File: src/sv/toc_pkg.sv
// Shared constants, types and glyph ROM of the text overlay character generator.
package toc_pkg;

   localparam int OVERLAY_COLUMNS = 128;
   localparam int OVERLAY_ROWS    = 64;

   localparam int COL_W     = $clog2(OVERLAY_COLUMNS);
   localparam int ROW_W     = $clog2(OVERLAY_ROWS);
   localparam int PEN_COL_W = COL_W + 1;
   localparam int PEN_ROW_W = ROW_W + 1;

   localparam int GLYPH_W   = 5;
   localparam int GLYPH_H   = 7;
   localparam int ROW_CNT_W = $clog2(GLYPH_H);

   localparam int PEN_HOME   = 3;
   localparam int PEN_STEP_X = 6;
   localparam int PEN_STEP_Y = 8;

   localparam logic [7:0] ALPHA_RESET = 8'd160;
   localparam logic [7:0] COLOR_FULL  = 8'd255;
   localparam logic [7:0] COLOR_NONE  = 8'd0;

   localparam logic [1:0] FUNC_BEGIN = 2'd0;
   localparam logic [1:0] FUNC_DRAW  = 2'd1;
   localparam logic [1:0] FUNC_READ  = 2'd2;

   localparam logic [7:0] CHAR_END     = 8'd0;
   localparam logic [7:0] CHAR_NEWLINE = 8'd10;

   typedef enum logic [2:0] {
      ST_IDLE,
      ST_DISPATCH,
      ST_DRAW_RD,
      ST_DRAW_WR,
      ST_PIX_OUT
   } ctl_state_type;

   typedef enum logic [2:0] {
      KIND_NONE,
      KIND_BEGIN,
      KIND_END,
      KIND_NEWLINE,
      KIND_GLYPH,
      KIND_READ
   } item_kind_type;

   typedef struct packed {
      logic load;
      logic clear;
      logic set_end;
      logic newline;
      logic mem_rd;
      logic pix_sel;
      logic mem_wr;
      logic row_next;
      logic pen_step;
      logic respond;
   } dp_cmd_type;

   typedef struct packed {
      item_kind_type kind;
      logic          last_row;
   } dp_status_type;

   // One glyph row, bit 4 is the leftmost pixel; unknown codes are blank.
   function automatic logic [GLYPH_W-1:0] glyph_row(input logic [7:0] code,
                                                    input logic [ROW_CNT_W-1:0] row);
      logic [GLYPH_W*GLYPH_H-1:0] g;
      int                         idx;
      logic [GLYPH_W-1:0]         result;
      case (code)
         8'h30: g = {5'd14, 5'd17, 5'd19, 5'd21, 5'd25, 5'd17, 5'd14};
         8'h31: g = {5'd4,  5'd12, 5'd4,  5'd4,  5'd4,  5'd4,  5'd14};
         8'h32: g = {5'd14, 5'd17, 5'd1,  5'd2,  5'd4,  5'd8,  5'd31};
         8'h33: g = {5'd30, 5'd1,  5'd1,  5'd14, 5'd1,  5'd1,  5'd30};
         8'h34: g = {5'd2,  5'd6,  5'd10, 5'd18, 5'd31, 5'd2,  5'd2};
         8'h35: g = {5'd31, 5'd16, 5'd16, 5'd30, 5'd1,  5'd1,  5'd30};
         8'h36: g = {5'd14, 5'd16, 5'd16, 5'd30, 5'd17, 5'd17, 5'd14};
         8'h37: g = {5'd31, 5'd1,  5'd2,  5'd4,  5'd8,  5'd8,  5'd8};
         8'h38: g = {5'd14, 5'd17, 5'd17, 5'd14, 5'd17, 5'd17, 5'd14};
         8'h39: g = {5'd14, 5'd17, 5'd17, 5'd15, 5'd1,  5'd1,  5'd14};
         8'h41: g = {5'd14, 5'd17, 5'd17, 5'd31, 5'd17, 5'd17, 5'd17};
         8'h43: g = {5'd14, 5'd17, 5'd16, 5'd16, 5'd16, 5'd17, 5'd14};
         8'h45: g = {5'd31, 5'd16, 5'd16, 5'd30, 5'd16, 5'd16, 5'd31};
         8'h48: g = {5'd17, 5'd17, 5'd17, 5'd31, 5'd17, 5'd17, 5'd17};
         8'h49: g = {5'd14, 5'd4,  5'd4,  5'd4,  5'd4,  5'd4,  5'd14};
         8'h4D: g = {5'd17, 5'd27, 5'd21, 5'd21, 5'd17, 5'd17, 5'd17};
         8'h4E: g = {5'd17, 5'd25, 5'd21, 5'd19, 5'd17, 5'd17, 5'd17};
         8'h4F: g = {5'd14, 5'd17, 5'd17, 5'd17, 5'd17, 5'd17, 5'd14};
         8'h50: g = {5'd30, 5'd17, 5'd17, 5'd30, 5'd16, 5'd16, 5'd16};
         8'h52: g = {5'd30, 5'd17, 5'd17, 5'd30, 5'd20, 5'd18, 5'd17};
         8'h53: g = {5'd15, 5'd16, 5'd16, 5'd14, 5'd1,  5'd1,  5'd30};
         8'h54: g = {5'd31, 5'd4,  5'd4,  5'd4,  5'd4,  5'd4,  5'd4};
         8'h56: g = {5'd17, 5'd17, 5'd17, 5'd17, 5'd17, 5'd10, 5'd4};
         8'h2F: g = {5'd1,  5'd2,  5'd2,  5'd4,  5'd8,  5'd8,  5'd16};
         8'h2E: g = {5'd0,  5'd0,  5'd0,  5'd0,  5'd0,  5'd12, 5'd12};
         8'h3A: g = {5'd0,  5'd12, 5'd12, 5'd0,  5'd12, 5'd12, 5'd0};
         8'h2D: g = {5'd0,  5'd0,  5'd0,  5'd31, 5'd0,  5'd0,  5'd0};
         default: g = '0;
      endcase
      if (int'(row) < GLYPH_H) begin
         idx    = (GLYPH_H - 1 - int'(row)) * GLYPH_W;
         result = g[idx +: GLYPH_W];
      end else begin
         result = '0;
      end
      return result;
   endfunction

endpackage

File: src/sv/toc_ctrl.sv
// Controller state machine: sequences begin, draw and read items.
module toc_ctrl import toc_pkg::*; (
   input  logic          clock,
   input  logic          reset,
   input  logic          start,
   output logic          busy,
   input  dp_status_type status,
   output dp_cmd_type    cmd
);

   ctl_state_type state_ff, state_in;

   always_ff @(posedge clock) begin
      if (reset) begin
         state_ff <= ST_IDLE;
      end else begin
         state_ff <= state_in;
      end
   end

   always_comb begin
      state_in = state_ff;
      unique case (state_ff)
         ST_IDLE: begin
            if (start) state_in = ST_DISPATCH;
         end
         ST_DISPATCH: begin
            unique case (status.kind)
               KIND_GLYPH: state_in = ST_DRAW_RD;
               KIND_READ:  state_in = ST_PIX_OUT;
               default:    state_in = ST_IDLE;
            endcase
         end
         ST_DRAW_RD: state_in = ST_DRAW_WR;
         ST_DRAW_WR: begin
            state_in = status.last_row ? ST_IDLE : ST_DRAW_RD;
         end
         ST_PIX_OUT: state_in = ST_IDLE;
         default:    state_in = ST_IDLE;
      endcase
   end

   always_comb begin
      cmd  = '0;
      busy = (state_ff != ST_IDLE);
      unique case (state_ff)
         ST_IDLE: cmd.load = start;
         ST_DISPATCH: begin
            unique case (status.kind)
               KIND_BEGIN:   cmd.clear   = 1'b1;
               KIND_END:     cmd.set_end = 1'b1;
               KIND_NEWLINE: cmd.newline = 1'b1;
               KIND_READ: begin
                  cmd.mem_rd  = 1'b1;
                  cmd.pix_sel = 1'b1;
               end
               default: ;
            endcase
         end
         ST_DRAW_RD: cmd.mem_rd = 1'b1;
         ST_DRAW_WR: begin
            cmd.mem_wr   = 1'b1;
            cmd.row_next = 1'b1;
            cmd.pen_step = status.last_row;
         end
         ST_PIX_OUT: cmd.respond = 1'b1;
         default: ;
      endcase
   end

endmodule

File: config.mk
export PLATFORM = sky130hd
export DESIGN_NAME = toc_ctrl
export DESIGN_NICKNAME = d
export VERILOG_FILES = /design/src/sv/toc_pkg.sv /design/src/sv/toc_ctrl.sv
export SDC_FILE = /design/constraint.sdc
export NUM_CORES = 1
export LEC_CHECK = 0
export BUFFER_PORTS_ARGS = -buffer_cell sky130_fd_sc_hd__buf_2
export CAP_MARGIN = 0
export CORE_AREA = 2 2 39 41
export CTS_BUF_LIST = sky130_fd_sc_hd__clkbuf_8
export DETAILED_ROUTE_END_ITERATION = 10
export DIE_AREA = 0 0 41 43
export PLACE_DENSITY = 0.39
export SLEW_MARGIN = 30
export SYNTH_ARGS = -nofsm -noshare
export SYNTH_HDL_FRONTEND = slang
export SYNTH_SLANG_ARGS = --single-unit
export TNS_END_PERCENT = 20
File: constraint.sdc
create_clock -name clock -period 2.9 [get_ports clock]
set_input_delay 0.145 -clock clock [delete_from_list [all_inputs] [get_ports clock]]
set_output_delay 0.145 -clock clock [all_outputs]
set_load 0.02 [all_outputs]
==> impl_results.md <==
- Status: finished clean
- Critical Path Sink Type: primary output
- Clock Latency Late Sink: roughly 0.21 ns
- Post-cts sizing count: 0
- Die boundary height: 43 µm
- Final Net Count: 56
- Largest registers: state_ff (3)
- Clock tree from TritonCTS: yes
- Finish-stage setup viols: 0
- Power density over cell area: 503 mW/mm²
- Final hold viol count: 0
- Buffer levels on the longest clock path: 2
- Maximum net fanout on the critical path: 6
- Hold crit path type: in2reg
- Die footprint: 0.00176 mm²
- Number of max-slew violations in the final report: 0
- Unrepaired setup endpoints after global routing: false
- Min Clock Period, post-route: 1.51 ns
- Leakage: 0.197 nW
- IO Port Bufs: 17
- Instance count after placement with tap cells included: 60
- Post-CTS setup repair buffer count: 0
- Routed length per placed instance: ~9.4 µm
- Number of buffers created by CTS: 3
- VDD IR max: 0.401 mV
- ANT cells: 0
- Layout Skew: around 0.0028 ns
- Worst slew slack as a fraction of its limit: 82.6%
- Aggregate routed wire length: 604 µm
- Final setup TNS: 0 ns
- Post-synthesis to final-layout area growth: 64.8%
- Largest register FFs: 3
- Avg Vias per Cell: 4.05
- Worst slack at placement: 1.61 ns
- Highest clock rate: 663 MHz
- Synth Register Bits: 3
- X dimension of the die: 41 µm
- Share of post-route cells with drive strength above 1: 45.8%
- Critical path start-end classification: reg2out
- Standard-cell row count: 14
- Number of antenna violations at the first check in global routing: 0
- Initial core utilization: around 16%
- Via count: roughly 260
- Cells after Synth: 28
- Required time of the worst setup path: 2.76 ns
- Register containing the most flip-flops in the final layout: state_ff
- Buffer type at the clock tree root: sky130_fd_sc_hd__clkbuf_8
- First-pass GRT wire length: 972 µm
- Arrival time of data at the critical path endpoint: 1.36 ns
- Overflow left after global routing: 0
- Final standard cell count with taps included and fillers excluded: between 60 and 70
- Worst hold margin: 0.111 ns
- Netlist Area Pre-Place: 220 µm²
- Total power: 182 µW
- Final weighted congestion of routability-driven global placement: 0.631
- DRC Markers: 0
- Number of synthesis warnings: 0
- Sequential element share of the synthesized area: between 20 and 30%
- Cts hold-fix bufs: 0
- Drt first-iter violations: 4
- Pin count of the biggest net entering global routing: 7
- Post-route antenna net violation count: 0
- Post-detail-place hpwl: 480 µm
- Per-instance average area after synthesis: between 7 and 8 µm²
- Synthesized Nets: 35
- Yosys cell types: 15
- Core area: 0.00138 mm²
- 1st-pass router iterations: 2
- Global routing usage summed across all routing layers: 8.10%
- Post-CTS clock slew at the launch and capture registers of the worst setup and hold paths: 0.03 ns
- Setup ws final: approximately 1.4 ns
- Number of global-route vias before repair: between 200 and 250
- Clock sinks: 3
- Transition time of the tightest slew-check pin: about 0.26 ns
- Max capacitance violation total: 0
- Kind of start point of the critical path: register
- Count of boundary I/O pins: 18
- Share of the clock period used by the worst path after layout: 52.0%
- H-tree depth: 1
[placed cells by master (no fill, tap or decap), drive strengths merged]
| cell | count |
|---|---|
| clkbuf | 3 |
| buf | 17 |
| a32oi | 1 |
| nand2b | 1 |
| nor4 | 3 |
| a21o | 1 |
| nor2 | 4 |
| and2 | 2 |
| inv | 3 |
| nor3b | 2 |
| and3 | 2 |
| dfxtp | 3 |
| a21oi | 1 |
| nand2 | 4 |
| nor4b | 1 |
[synth_stat cells, drive strengths merged]
cell / instances / area [µm²]
inv: 2 / 7.51
nor3b: 2 / 15.0
a32oi: 1 / 8.76
nor4: 3 / 18.8
a21oi: 1 / 5.00
nor4b: 1 / 23.8
dfxtp: 3 / 60.1
nand2b: 1 / 6.26
nand2: 4 / 15.0
and2: 2 / 12.5
buf: 1 / 7.51
a21o: 1 / 7.51
nor2: 4 / 15.0
and3: 2 / 17.5
[path summary, 6_finish.rpt]
path,start,endpoint,slack [ns],depth (start not counted)
min reg2reg,state_ff[0],state_ff[0],0.55,1
min,reset,state_ff[0],0.11,2
max,state_ff[2],cmd[5],1.39,4
max reg2reg,state_ff[2],state_ff[2],1.81,3
[cells by family after synthesis]
logic type	after synthesis	share of synthesized area [%]
buffers and inverters	3	6.82
AO/OA/AOI/OAI	3	9.66
AND/OR/NAND/NOR	19	56.2
flip-flops	3	27.3
[area by class of cell]
| class | count | area (µm²) |
|---|---|---|
| repair buffers | 17 | 85.1 |
| well taps | 16 | 20.0 |
| fillers | 156 | 1020 |
| clock buffers | 3 | 41.3 |
| multi-input cells | 22 | 145 |
| flip-flops and latches | 3 | 60.1 |
| inverters | 2 | 7.51 |
| clock inverters | 1 | 3.75 |
[layer usage]
metal,vias up,track usage (%),wire [µm]
li1,139,-,-
met3,0,4.71,99
met2,19,9.38,182
met1,101,12.4,323
met4,0,2.00,0
met5,-,0,0
[worst max-delay path: stages (launching register included)]
cell	delay, ns
sky130_fd_sc_hd__dfxtp_1	0.36
sky130_fd_sc_hd__nor4b_4	0.33
sky130_fd_sc_hd__and3_4	0.23
sky130_fd_sc_hd__a21o_1	0.08
sky130_fd_sc_hd__buf_2	0.15
[report_power, final]
group / internal, mW / switching [mW] / total, mW
sequential: 0.0427 / 0.00180 / 0.0445
clock: 0.0898 / 0.0246 / 0.114
combinational: 0.0100 / 0.0134 / 0.0234
total: 0.143 / 0.0398 / 0.182
[through the flow]
| step | util, % | cell area (µm²) |
|---|---|---|
| after floorplan | - | 220 |
| after global placement | 23.0 | 318 |
| after detailed placement | 23.0 | 318 |
| after CTS | 26.2 | 363 |
| after global routing | 26.2 | 363 |
| final | 26.2 | 363 |
Note: power is estimated with default switching activity, not from simulation.
